===== src/sv/tfv_pkg.sv =====
// Shared types, constants and CRC function of the TLV frame validator.
package tfv_pkg;

   localparam int COUNT_BITS     = 16;
   localparam int CSR_INDEX_BITS = 3;
   localparam int BYTE_BITS      = 8;
   localparam int FAULT_BITS     = 4;
   localparam int RSP_DATA_BITS  = 24;

   localparam logic [CSR_INDEX_BITS-1:0] CSR_START_VALUE     = 3'd0;
   localparam logic [CSR_INDEX_BITS-1:0] CSR_ID_LOW          = 3'd1;
   localparam logic [CSR_INDEX_BITS-1:0] CSR_ID_HIGH         = 3'd2;
   localparam logic [CSR_INDEX_BITS-1:0] CSR_FIELD_LIMIT     = 3'd3;
   localparam logic [CSR_INDEX_BITS-1:0] CSR_MIN_FRAME_BYTES = 3'd4;

   localparam logic [BYTE_BITS-1:0] RESET_START_VALUE     = 8'hAA;
   localparam logic [BYTE_BITS-1:0] RESET_ID_LOW          = 8'h10;
   localparam logic [BYTE_BITS-1:0] RESET_ID_HIGH         = 8'h18;
   localparam logic [BYTE_BITS-1:0] RESET_FIELD_LIMIT     = 8'd8;
   localparam logic [BYTE_BITS-1:0] RESET_MIN_FRAME_BYTES = 8'd4;
   localparam logic [BYTE_BITS-1:0] MIN_FRAME_FLOOR       = 8'd4;

   localparam logic [BYTE_BITS-1:0] CRC_POLY = 8'h07;
   localparam logic [BYTE_BITS-1:0] CRC_INIT = 8'h00;

   localparam logic [FAULT_BITS-1:0] FAULT_NONE    = 4'd0;
   localparam logic [FAULT_BITS-1:0] FAULT_SHORT   = 4'd1;
   localparam logic [FAULT_BITS-1:0] FAULT_START   = 4'd2;
   localparam logic [FAULT_BITS-1:0] FAULT_ID      = 4'd3;
   localparam logic [FAULT_BITS-1:0] FAULT_COUNT   = 4'd4;
   localparam logic [FAULT_BITS-1:0] FAULT_HEADER  = 4'd5;
   localparam logic [FAULT_BITS-1:0] FAULT_PAYLOAD = 4'd6;
   localparam logic [FAULT_BITS-1:0] FAULT_LENGTH  = 4'd7;
   localparam logic [FAULT_BITS-1:0] FAULT_CRC     = 4'd8;

   typedef struct packed {
      logic [BYTE_BITS-1:0] start_value;
      logic [BYTE_BITS-1:0] id_low;
      logic [BYTE_BITS-1:0] id_high;
      logic [BYTE_BITS-1:0] field_limit;
      logic [BYTE_BITS-1:0] min_frame_bytes;
   } cfg_type;

   typedef struct packed {
      logic [FAULT_BITS-1:0] fault_code;
      logic [BYTE_BITS-1:0]  frame_id;
      logic [BYTE_BITS-1:0]  record_count;
   } verdict_type;

   function automatic logic [BYTE_BITS-1:0] crc8_next(input logic [BYTE_BITS-1:0] crc,
                                                      input logic [BYTE_BITS-1:0] b);
      logic [BYTE_BITS-1:0] v;
      v = crc ^ b;
      for (int k = 0; k < BYTE_BITS; k++) begin
         v = v[BYTE_BITS-1] ? ({v[BYTE_BITS-2:0], 1'b0} ^ CRC_POLY) : {v[BYTE_BITS-2:0], 1'b0};
      end
      return v;
   endfunction

endpackage


===== src/sv/tfv_csr.sv =====
// Configuration registers of the TLV frame validator.
module tfv_csr (
   input  logic                              clock,
   input  logic                              reset,
   input  logic                              csr_valid,
   output logic                              csr_ready,
   input  logic [tfv_pkg::CSR_INDEX_BITS-1:0] csr_index,
   input  logic [tfv_pkg::BYTE_BITS-1:0]      csr_data,
   output tfv_pkg::cfg_type                  cfg
);

   tfv_pkg::cfg_type cfg_ff;
   tfv_pkg::cfg_type cfg_in;

   assign csr_ready = 1'b1;
   assign cfg       = cfg_ff;

   always_comb begin
      cfg_in = cfg_ff;
      if (csr_valid) begin
         unique case (csr_index)
            tfv_pkg::CSR_START_VALUE:     cfg_in.start_value     = csr_data;
            tfv_pkg::CSR_ID_LOW:          cfg_in.id_low          = csr_data;
            tfv_pkg::CSR_ID_HIGH:         cfg_in.id_high         = csr_data;
            tfv_pkg::CSR_FIELD_LIMIT:     cfg_in.field_limit     = csr_data;
            tfv_pkg::CSR_MIN_FRAME_BYTES: cfg_in.min_frame_bytes = csr_data;
            default:                      cfg_in = cfg_ff;
         endcase
      end
   end

   always_ff @(posedge clock) begin
      if (reset) begin
         cfg_ff.start_value     <= tfv_pkg::RESET_START_VALUE;
         cfg_ff.id_low          <= tfv_pkg::RESET_ID_LOW;
         cfg_ff.id_high         <= tfv_pkg::RESET_ID_HIGH;
         cfg_ff.field_limit     <= tfv_pkg::RESET_FIELD_LIMIT;
         cfg_ff.min_frame_bytes <= tfv_pkg::RESET_MIN_FRAME_BYTES;
      end else begin
         cfg_ff <= cfg_in;
      end
   end

endmodule


===== src/sv/tfv_in_stage.sv =====
// Input register of the TLV frame validator.
module tfv_in_stage (
   input  logic                         clock,
   input  logic                         reset,
   input  logic                         req_tvalid,
   output logic                         req_tready,
   input  logic [tfv_pkg::BYTE_BITS-1:0] req_byte,
   input  logic                         req_last,
   input  logic                         advance,
   output logic                         item_valid,
   output logic [tfv_pkg::BYTE_BITS-1:0] item_byte,
   output logic                         item_last
);

   logic                         valid_ff;
   logic                         valid_in;
   logic [tfv_pkg::BYTE_BITS-1:0] byte_ff;
   logic                         last_ff;
   logic                         load;

   assign req_tready = !valid_ff || advance;
   assign load       = req_tvalid && req_tready;
   assign valid_in   = load || (valid_ff && !advance);

   assign item_valid = valid_ff;
   assign item_byte  = byte_ff;
   assign item_last  = last_ff;

   always_ff @(posedge clock) begin
      if (reset) begin
         valid_ff <= 1'b0;
      end else begin
         valid_ff <= valid_in;
      end
   end

   always_ff @(posedge clock) begin
      if (load) begin
         byte_ff <= req_byte;
         last_ff <= req_last;
      end
   end

endmodule


===== src/sv/tfv_parser.sv =====
// Frame walk, CRC and verdict logic of the TLV frame validator.
module tfv_parser (
   input  logic                         clock,
   input  logic                         reset,
   input  logic                         step,
   input  logic [tfv_pkg::BYTE_BITS-1:0] rx_byte,
   input  logic                         last,
   input  tfv_pkg::cfg_type             cfg,
   output tfv_pkg::verdict_type         verdict
);

   typedef enum logic [2:0] {
      PH_START, PH_ID, PH_COUNT, PH_REC_ID, PH_REC_LEN, PH_PAYLOAD, PH_TRAILER, PH_EXTRA
   } phase_type;

   localparam logic [tfv_pkg::COUNT_BITS-1:0] COUNT_MAX = '1;
   localparam logic [tfv_pkg::COUNT_BITS-1:0] POS_ID    = tfv_pkg::COUNT_BITS'(1);
   localparam logic [tfv_pkg::COUNT_BITS-1:0] POS_COUNT = tfv_pkg::COUNT_BITS'(2);

   phase_type                          phase_ff, phase_in, phase_walk;
   logic [tfv_pkg::COUNT_BITS-1:0]     bytes_ff, bytes_in;
   logic [tfv_pkg::BYTE_BITS-1:0]      crc_ff, crc_in;
   logic [tfv_pkg::BYTE_BITS-1:0]      id_ff, id_in;
   logic [tfv_pkg::BYTE_BITS-1:0]      declared_ff, declared_in;
   logic [tfv_pkg::BYTE_BITS-1:0]      done_ff, done_in, done_walk;
   logic [tfv_pkg::BYTE_BITS-1:0]      left_ff, left_in, left_walk;
   logic [tfv_pkg::FAULT_BITS-1:0]     fault_ff, fault_in, fault_walk;
   logic [tfv_pkg::BYTE_BITS-1:0]      done_next;
   logic [tfv_pkg::BYTE_BITS-1:0]      left_next;
   logic [tfv_pkg::COUNT_BITS-1:0]     frame_len;
   logic [tfv_pkg::BYTE_BITS-1:0]      min_len;
   logic                               saturated;

   assign saturated = (bytes_ff == COUNT_MAX);
   assign done_next = done_ff + 8'd1;
   assign left_next = left_ff - 8'd1;

   // header checks and record walk for one non-final byte
   always_comb begin
      phase_walk = phase_ff;
      done_walk  = done_ff;
      left_walk  = left_ff;
      fault_walk = fault_ff;
      unique case (phase_ff)
         PH_START: begin
            if (rx_byte != cfg.start_value) fault_walk = tfv_pkg::FAULT_START;
            phase_walk = PH_ID;
         end
         PH_ID: begin
            if (rx_byte < cfg.id_low || rx_byte > cfg.id_high) fault_walk = tfv_pkg::FAULT_ID;
            phase_walk = PH_COUNT;
         end
         PH_COUNT: begin
            if (rx_byte > cfg.field_limit) fault_walk = tfv_pkg::FAULT_COUNT;
            done_walk  = '0;
            phase_walk = (rx_byte == '0) ? PH_TRAILER : PH_REC_ID;
         end
         PH_REC_ID: begin
            phase_walk = PH_REC_LEN;
         end
         PH_REC_LEN: begin
            left_walk = rx_byte;
            if (rx_byte == '0) begin
               done_walk  = done_next;
               phase_walk = (done_next == declared_ff) ? PH_TRAILER : PH_REC_ID;
            end else begin
               phase_walk = PH_PAYLOAD;
            end
         end
         PH_PAYLOAD: begin
            left_walk = left_next;
            if (left_next == '0) begin
               done_walk  = done_next;
               phase_walk = (done_next == declared_ff) ? PH_TRAILER : PH_REC_ID;
            end
         end
         PH_TRAILER, PH_EXTRA: begin
            phase_walk = PH_EXTRA;
         end
         default: phase_walk = PH_EXTRA;
      endcase
   end

   // verdict for the final byte
   always_comb begin
      frame_len = saturated ? bytes_ff : bytes_ff + tfv_pkg::COUNT_BITS'(1);
      min_len   = (cfg.min_frame_bytes < tfv_pkg::MIN_FRAME_FLOOR) ?
                  tfv_pkg::MIN_FRAME_FLOOR : cfg.min_frame_bytes;
      verdict.frame_id     = id_ff;
      verdict.record_count = declared_ff;
      priority if (frame_len < tfv_pkg::COUNT_BITS'(min_len)) begin
         verdict.fault_code = tfv_pkg::FAULT_SHORT;
      end else if (fault_ff != tfv_pkg::FAULT_NONE) begin
         verdict.fault_code = fault_ff;
      end else if (phase_ff == PH_REC_ID || phase_ff == PH_REC_LEN) begin
         verdict.fault_code = tfv_pkg::FAULT_HEADER;
      end else if (phase_ff == PH_PAYLOAD) begin
         verdict.fault_code = tfv_pkg::FAULT_PAYLOAD;
      end else if (phase_ff != PH_TRAILER) begin
         verdict.fault_code = tfv_pkg::FAULT_LENGTH;
      end else if (crc_ff != rx_byte) begin
         verdict.fault_code = tfv_pkg::FAULT_CRC;
      end else begin
         verdict.fault_code = tfv_pkg::FAULT_NONE;
      end
   end

   always_comb begin
      phase_in    = phase_ff;
      bytes_in    = bytes_ff;
      crc_in      = crc_ff;
      id_in       = id_ff;
      declared_in = declared_ff;
      done_in     = done_ff;
      left_in     = left_ff;
      fault_in    = fault_ff;
      if (step) begin
         if (last) begin
            phase_in    = PH_START;
            bytes_in    = '0;
            crc_in      = tfv_pkg::CRC_INIT;
            id_in       = '0;
            declared_in = '0;
            done_in     = '0;
            left_in     = '0;
            fault_in    = tfv_pkg::FAULT_NONE;
         end else begin
            if (bytes_ff == POS_ID)    id_in       = rx_byte;
            if (bytes_ff == POS_COUNT) declared_in = rx_byte;
            if (fault_ff == tfv_pkg::FAULT_NONE) begin
               phase_in = phase_walk;
               done_in  = done_walk;
               left_in  = left_walk;
               fault_in = fault_walk;
            end
            crc_in = tfv_pkg::crc8_next(crc_ff, rx_byte);
            if (!saturated) bytes_in = bytes_ff + tfv_pkg::COUNT_BITS'(1);
         end
      end
   end

   always_ff @(posedge clock) begin
      if (reset) begin
         phase_ff    <= PH_START;
         bytes_ff    <= '0;
         crc_ff      <= tfv_pkg::CRC_INIT;
         id_ff       <= '0;
         declared_ff <= '0;
         done_ff     <= '0;
         left_ff     <= '0;
         fault_ff    <= tfv_pkg::FAULT_NONE;
      end else begin
         phase_ff    <= phase_in;
         bytes_ff    <= bytes_in;
         crc_ff      <= crc_in;
         id_ff       <= id_in;
         declared_ff <= declared_in;
         done_ff     <= done_in;
         left_ff     <= left_in;
         fault_ff    <= fault_in;
      end
   end

   a_clear_after_last: assert property (@(posedge clock) disable iff (reset)
      step && last |=> bytes_ff == '0 && fault_ff == tfv_pkg::FAULT_NONE && phase_ff == PH_START)
      else $error("frame state not cleared after final byte");

   a_header_fault_only: assert property (@(posedge clock) disable iff (reset)
      fault_ff == tfv_pkg::FAULT_NONE || fault_ff == tfv_pkg::FAULT_START ||
      fault_ff == tfv_pkg::FAULT_ID || fault_ff == tfv_pkg::FAULT_COUNT)
      else $error("stored fault is not a header fault");

   a_count_advance: assert property (@(posedge clock) disable iff (reset)
      step && !last && !saturated |=> bytes_ff == $past(bytes_ff) + tfv_pkg::COUNT_BITS'(1))
      else $error("byte counter did not advance");

   a_fault_freezes_walk: assert property (@(posedge clock) disable iff (reset)
      step && !last && fault_ff != tfv_pkg::FAULT_NONE |=> $stable(phase_ff) && $stable(fault_ff))
      else $error("record walk moved after header fault");

endmodule


===== src/sv/tlv_frame_validator.sv =====
// Top level of the TLV frame validator: input register, parser and result register.
// A final byte is held in the input register, its verdict in the result register for rsp.
// One byte per cycle when not stalled; the parser updates its frame state once per byte.
// The input register keeps taking bytes while a verdict waits in the result register,
// and stalls only when a final byte meets a result register that is still full.
// Reset clears the frame state, empties both registers and restores register defaults.
module tlv_frame_validator (
   input  logic                                 clock,
   input  logic                                 reset,
   input  logic                                 req_tvalid,
   output logic                                 req_tready,
   input  logic [tfv_pkg::BYTE_BITS-1:0]        req_tdata,  // [7:0] rx_byte
   input  logic                                 req_tlast,
   output logic                                 rsp_tvalid,
   input  logic                                 rsp_tready,
   output logic [tfv_pkg::RSP_DATA_BITS-1:0]    rsp_tdata,  // [3:0] fault_code, [11:4] frame_id,
                                                            // [19:12] record_count, [23:20] zero
   output logic                                 rsp_tuser,  // [0] frame_ok
   input  logic                                 csr_valid,
   output logic                                 csr_ready,
   input  logic [tfv_pkg::CSR_INDEX_BITS-1:0]   csr_index,
   input  logic [tfv_pkg::BYTE_BITS-1:0]        csr_data
);

   tfv_pkg::cfg_type             cfg;
   tfv_pkg::verdict_type         verdict;
   tfv_pkg::verdict_type         out_ff;
   logic                         out_valid_ff;
   logic                         out_valid_in;
   logic                         item_valid;
   logic [tfv_pkg::BYTE_BITS-1:0] item_byte;
   logic                         item_last;
   logic                         advance;
   logic                         out_load;

   assign advance      = item_valid && (!item_last || !out_valid_ff || rsp_tready);
   assign out_load     = advance && item_last;
   assign out_valid_in = out_load || (out_valid_ff && !rsp_tready);

   tfv_csr u_csr (
      .clock     (clock),
      .reset     (reset),
      .csr_valid (csr_valid),
      .csr_ready (csr_ready),
      .csr_index (csr_index),
      .csr_data  (csr_data),
      .cfg       (cfg)
   );

   tfv_in_stage u_in_stage (
      .clock      (clock),
      .reset      (reset),
      .req_tvalid (req_tvalid),
      .req_tready (req_tready),
      .req_byte   (req_tdata),
      .req_last   (req_tlast),
      .advance    (advance),
      .item_valid (item_valid),
      .item_byte  (item_byte),
      .item_last  (item_last)
   );

   tfv_parser u_parser (
      .clock   (clock),
      .reset   (reset),
      .step    (advance),
      .rx_byte (item_byte),
      .last    (item_last),
      .cfg     (cfg),
      .verdict (verdict)
   );

   always_ff @(posedge clock) begin
      if (reset) begin
         out_valid_ff <= 1'b0;
      end else begin
         out_valid_ff <= out_valid_in;
      end
   end

   always_ff @(posedge clock) begin
      if (out_load) begin
         out_ff <= verdict;
      end
   end

   assign rsp_tvalid = out_valid_ff;
   assign rsp_tuser  = (out_ff.fault_code == tfv_pkg::FAULT_NONE);
   assign rsp_tdata  = {4'd0, out_ff.record_count, out_ff.frame_id, out_ff.fault_code};

   a_no_load_over_full: assert property (@(posedge clock) disable iff (reset)
      out_load && out_valid_ff |-> rsp_tready)
      else $error("verdict loaded over an untaken verdict");

   a_fault_range: assert property (@(posedge clock) disable iff (reset)
      rsp_tvalid |-> out_ff.fault_code <= tfv_pkg::FAULT_CRC)
      else $error("fault code out of range");

   a_verdict_after_last: assert property (@(posedge clock) disable iff (reset)
      $rose(rsp_tvalid) |-> $past(advance && item_last))
      else $error("verdict without a final byte");

endmodule

===== config.mk =====
export PLATFORM = sky130hd
export DESIGN_NAME = tlv_frame_validator
export DESIGN_NICKNAME = d
export VERILOG_FILES = /design/src/sv/tfv_pkg.sv /design/src/sv/tfv_csr.sv /design/src/sv/tfv_in_stage.sv /design/src/sv/tfv_parser.sv /design/src/sv/tlv_frame_validator.sv
export SDC_FILE = /design/constraint.sdc
export NUM_CORES = 1
export LEC_CHECK = 0
export ABC_AREA = 1
export BUFFER_PORTS_ARGS = -buffer_cell sky130_fd_sc_hd__buf_4
export CORE_MARGIN = 8
export CORE_UTILIZATION = 45
export CTS_CLUSTER_DIAMETER = 150
export CTS_CLUSTER_SIZE = 16
export DETAILED_ROUTE_END_ITERATION = 7
export GPL_TIMING_DRIVEN = 0
export PLACE_DENSITY = 0.63
export SLEW_MARGIN = 20
export SYNTH_ARGS = -nofsm -noshare
export SYNTH_HDL_FRONTEND = slang
export SYNTH_SLANG_ARGS = --single-unit
export TNS_END_PERCENT = 20

===== constraint.sdc =====
create_clock -name clock -period 2.7 [get_ports clock]
set_input_delay 0.135 -clock clock [delete_from_list [all_inputs] [get_ports clock]]
set_output_delay 0.135 -clock clock [all_outputs]
set_load 0.03 [all_outputs]

# [After elaboration in Yosys (flattened, before gate mapping)]
# Cells that the tools add are included.
[totals] romBits=0 output_inout_bits=28 word_cells=144 mem_count=0 regBits=134 latch_bits=0 input_bits=25 ramBits=0
[classes] mul=0 n_eq_ne=23 n_reduce_logical=42 n_lt_le_gt_ge=5 n_shift=0 mux=42 bitwise=9 addsub=3 div_mod_pow=0
[ops] op="8-bit two-way mux" count=12
[ops] op="3-bit two-way mux" count=14
[ops] op="4-bit two-way mux" count=10
[ops] op="16-bit two-way mux" count=2
[ops] op="3-bit NOT" count=8
[ops] op="8-bit case mux with 3 select lines" count=1
[ops] op="3-bit case mux with 7 select lines" count=1
[ops] op="16-bit by 1-bit adder with 16-bit output, second input constant" count=1
[ops] op="16-bit by 1-bit equality test with 1-bit output, second input constant" count=1
[ops] op="16-bit equality test, second input constant" count=1
[ops] op="16-bit by 2-bit equality test with 1-bit output, second input constant" count=1
[ops] op="8-bit > comparator" count=2
[ops] op="8-bit zero test" count=2
[ops] op="16-bit by 8-bit less-than comparator with 1-bit output" count=1
[ops] op="8-bit != test" count=2
[ops] op="8-bit case mux with 2 select lines" count=1
[ops] op="3-bit equality test, second input constant" count=5
[ops] op="3-bit by 2-bit != test with 1-bit output, second input constant" count=5
[ops] op="2-bit AND reduction" count=7
[ops] op="3-bit by 2-bit equality test with 1-bit output, second input constant" count=4
[ops] op="4-bit case mux with 3 select lines" count=1
[ops] op="4-bit nonzero test" count=3
[ops] op="8-bit by 1-bit adder with 8-bit output, second input constant" count=1
[ops] op="8-bit equality test" count=1
[ops] op="17 further kinds" count=37

# [Logic depth before layout (Yosys ltp)]
[depth] depth_word=18 mapped_depth=17 ltp_nobuf=17

# [By module]
# Synthesis repeated with hierarchy kept, for this count alone.
[unflattened] hier_cells=1052 hier_area_um2=7522.2
[by_module_without_submodules] module="tfv_parser" seq_area_each_um2=1241.2 cells_each=765 area_per_inst_um2=4837.1 n_inst=1
[by_module_without_submodules] module="tfv_csr" seq_area_each_um2=800.8 cells_each=233 area_per_inst_um2=1655.3 n_inst=1
[by_module_without_submodules] module="tlv_frame_validator" seq_area_each_um2=620.6 cells_each=39 area_per_inst_um2=711.9 n_inst=1
[by_module_without_submodules] module="tfv_in_stage" seq_area_each_um2=290.3 cells_each=15 area_per_inst_um2=317.8 n_inst=1

# [Least setup slack after synthesis]
# No wires, ideal clock.
[synth_timing] kind="flip-flop to flip-flop" from="register u_parser.bytes_ff[0] (netlist bit)" to="register out_ff, in the netlist rsp_tdata[1] (data pin)" t_required_ns=2.439 synth_period_minus_slack_ns=2.504 stages_incl_launch_ff=16 setup_time_ns=0.261 path_slack_ns=0.196 t_arrival_ns=2.243 n_path_buf=1 path_cell_list="dfxtp_1 ha_1 nand3_2 inv_1 nand2_1 nor2_2 inv_2 buf_6 o21ai_0 ha_1 a21oi_1 o21ai_0 nor2_1 nand3_1 nor2_2 a21oi_1"
[synth_via] elab_chain_len=3 elab_cells_between_ends=4 classes_between="add/sub: 1; order compare: 1; eq/ne: 1; mux: 1"
[synth_lines] element="start: declaration" line_no="tfv_parser.sv:21" rtl="logic [tfv_pkg::COUNT_BITS-1:0] bytes_ff, bytes_in;"
[synth_lines] element="start signal: assignment" line_no="tfv_parser.sv:154" rtl="bytes_ff <= bytes_in;"
[synth_lines] element="16-bit by 1-bit adder with 16-bit output / 16-bit equality test (equally long branches)" line_no="tfv_parser.sv:86, tfv_parser.sv:34"
[synth_lines] element="16-bit two-way mux *" line_no="tfv_parser.sv:86" rtl="frame_len = saturated ? bytes_ff : bytes_ff + tfv_pkg::COUNT_BITS'(1);"
[synth_lines] element="16-bit by 8-bit less-than comparator with 1-bit output *" line_no="tfv_parser.sv:91" rtl="priority if (frame_len < tfv_pkg::COUNT_BITS'(min_len)) begin"
[synth_lines] element="end signal: assignment" line_no="tlv_frame_validator.sv:83" rtl="out_ff <= verdict;"
[synth_lines] element="end: declaration" line_no="tlv_frame_validator.sv:27" rtl="tfv_pkg::verdict_type out_ff;"
# Mark *: on every way between the ends. The rest lies on a longest branch, timed or not.
# A chain may end at the register's enable or synchronous reset.

# [Final worst setup path]
[layout_timing] from="register u_parser.bytes_ff[0] (netlist bit)" to="register out_ff, in the netlist rsp_tdata[3] (data pin)"
# The elaborated chain is that of the path after synthesis.

==> metrics <==
Clock Path Buffers=2; Synth top area share=28.8%; FF-to-FF End=rsp_tdata[3]$_SDFFCE_PP0P_; reg-to-reg startpoint=u_parser.bytes_ff[0]$_SDFFE_PP0P_; Final #Nets=1,120; initial drt markers=481; n_diodes=0; Placer Congestion=0.894; number of core rows=46; num ports=53; Worst setup EP type=flip-flop; WL/cell=14.3 um; CP arrival=2.72 ns; WL final=18.3 mm; outcome=completed; initial core utilization=45.8%; crit path launch type=flip-flop; Worst Reg-to-Reg Cells=15; core area=~16,000 sq um; Critical Path RT=about 2.9 ns; top sig layer=met4; Pins Over Slew Limit=0; Post-synth EDFFs=29; Crit Path Category=flip-flop to flip-flop; Synth area leader=dfxtp_1; ys async rst share=0%; CTS tree=built; count leader, synth=nand2_1; Root Buffer Master=clkbuf_16; Num CTS Buffers=17; DIE WIDTH=between 100 and 150 um; synth cell count leaders=nand2_1, a21oi_1, inv_1; clock latency on the worst-skew pair=0.42 ns; post-synthesis instance total=a little under 1,000; Finish-stage setup viols=0; # DRC=0; H-tree Lvls=4; slew margin rel.=between 40% and 50%; CP max stage delay=0.38 ns; filler instances=approximately 1,500; actual slew at the worst max-slew pin=0.838 ns; Top FF cell, synth=dfxtp_1; Crit Path Max Fanout=10; max-cap violations=0; crit path launch=u_parser.bytes_ff[0]$_SDFFE_PP0P_; metal2 WL=8.13 mm; Final Cell Area=8670 sq um; Power Density=about 570 nW/um^2; Routed Antenna Nets=0; DR WL met3=just over 900 um; via count=between 6,000 and 7,000; dpl ws=-0.340 ns; Seq/Total Area, Yosys=40.9%; GRT overflow=0; crit path to=rsp_tdata[3]$_SDFFCE_PP0P_; Final TNS setup=0 ns; largest net degree at the start of global routing=24; synth top area cells=dfxtp_1, edfxtp_1, nand2_1; Die ar.=between 20,000 and 25,000 sq um; Final min period=2.56 ns; metal1 wirelength=8.93 mm; antenna violations before repair=0; final period utilization=94.7%; clock slew seen by the registers of the worst setup and hold paths=0.06 ns; Synth Cell Area=7220 sq um; crit path cell chain=ha_2, nand3_2, inv_2, nand2_2, nor2_4, inv_2, buf_6, o21ai_2, ha_1, a21oi_2, o21ai_2, nor2_1, nand3_1, nor2_2, a21oi_1; Non-Filler Instances=approximately 1,300; cell area after placement=just under 8000 sq um; Mean Syn Cell Area=between 7 and 8 sq um; post-DP HPWL=13.6 mm; Hold Vio Cnt, Final=0; Max VDD drop=427 uV; synth warn=0; Final WS setup=0.144 ns; average via count per standard cell=slightly above 5; Die H=143 um; clock sink count=133; Clock Skew=0.00692 ns; flop-to-flop setup slack=around 0.14 ns; Unique masters post-synth=44; share of layout cells above drive strength 1=between 10% and 20%; PortBufs=46; Layout area overhead=20.0%; first-pass GRT wire length=30.0 mm; number of global-route vias before repair=5,947; total track usage=a little under a fifth; Yosys reg bits=133; Peak Freq=roughly 400 MHz; leakage=3.49 nW; drt pass-1 iters=5; worst hold path class=input port to flip-flop; slowest cell on the critical path=dfxtp_4; Placed Cells=1,234
## worst min-delay path by stage
| stage | start | end | cells past startpoint |
|---|---|---|---|
| floorplan | req_tdata[0] | u_in_stage.item_byte[0]$_DFFE_PP_ | 0 |
| global placement | req_tdata[4] | u_in_stage.item_byte[4]$_DFFE_PP_ | 1 |
| detailed placement | req_tdata[4] | u_in_stage.item_byte[4]$_DFFE_PP_ | 1 |
| CTS | req_tvalid | u_in_stage.item_valid$_SDFF_PP0_ | 3 |
| global route | req_tvalid | u_in_stage.item_valid$_SDFF_PP0_ | 3 |
| finish | req_tvalid | u_in_stage.item_valid$_SDFF_PP0_ | 3 |
## worst max-delay path: cells and delay by family, from the launching register on
family	cells	cell delay (ns)
fa+ha+maj	2	0.47
buf+inv	3	0.30
compound gates	4	0.40
simple gates	6	0.73
flops	1	0.38
## repair_timing
item / CTS / global route
endpoints found under the setup margin: 4 / 7
hold endpoints to repair: 17 / 0
pin swaps: 1 / 5
cloned: 0 / 0
hold buffers: 16 / 0
buffers inserted: 0 / 3
resized for setup: 9 / 12
## power breakdown
part	leakage, nW	internal (mW)	switching, mW
clock network	0.285	1.31	0.991
registers	1.13	2.08	0.0393
logic	2.08	0.190	0.310
total	3.49	3.58	1.34
## registers in the layout (all words and copies together) (netlist names)
signal / count
u_csr.cfg: 40
u_parser.left_ff: 8
u_in_stage.item_valid: 1
rsp_tdata: 20
u_in_stage.item_byte: 8
u_parser.crc_ff: 8
u_parser.fault_ff: 3
u_in_stage.item_last: 1
u_parser.id_ff: 8
u_parser.bytes_ff: 16
rsp_tvalid: 1
u_parser.done_ff: 8
u_parser.phase_ff: 3
u_parser.declared_ff: 8
## cell usage in the layout (no fill, tap or decap), types with 17 or more instances in the layout
cell	synthesis	layout
nand2_1	223	220
a21oi_1	117	115
inv_1	113	112
dfxtp_1	104	99
nor2_1	90	89
buf_4	6	55
o21ai_0	53	51
nand3_1	49	49
ha_1	39	38
edfxtp_1	29	29
clkbuf_1	19	19
xor2_1	18	18
xnor2_1	17	17
clkbuf_16	0	17
## cell type report
cell class,instances,area (sq um),share of cell area [%]
Sequential cell,133,2960,34.2
Tap cell,216,270,3.12
Inverter,119,447,5.15
Clock buffer,17,425,4.91
Timing Repair Buffer,65,528,6.09
Multi-Input combinational cell,691,3730,43.0
Buffer,29,141,1.63
Clock inverter,15,163,1.88
## metrics by stage
| step | total power [mW] | hold WS (ns) | utilization (%) |
|---|---|---|---|
| finish | 4.92 | 0.0319 | 55.0 |
| global route | 5.12 | 0.0319 | 55.0 |
| CTS | 4.96 | 0.00378 | 54.6 |
| detailed placement | 2.64 | 0.314 | 49.8 |
| global placement | 2.63 | 0.313 | 49.8 |
| floorplan | 2.49 | 0.234 | - |
## per-layer routing
layer	GRT usage [%]	up-vias
met4	6.49	0
li1	-	3374
met5	0	-
met3	4.74	27
met2	29.7	148
met1	24.5	2913
## cells by family after synthesis
group	after synthesis	synth area share [%]
AO/OA/AOI/OAI	198	14.9
XOR/XNOR	35	4.24
adder cells (fa/ha/maj)	39	6.76
buffers and inverters	148	8.14
flip-flops	133	40.9
other	2	0.104
AND/OR/NAND/NOR	414	25.0
Power figures use the tool's default switching activity.
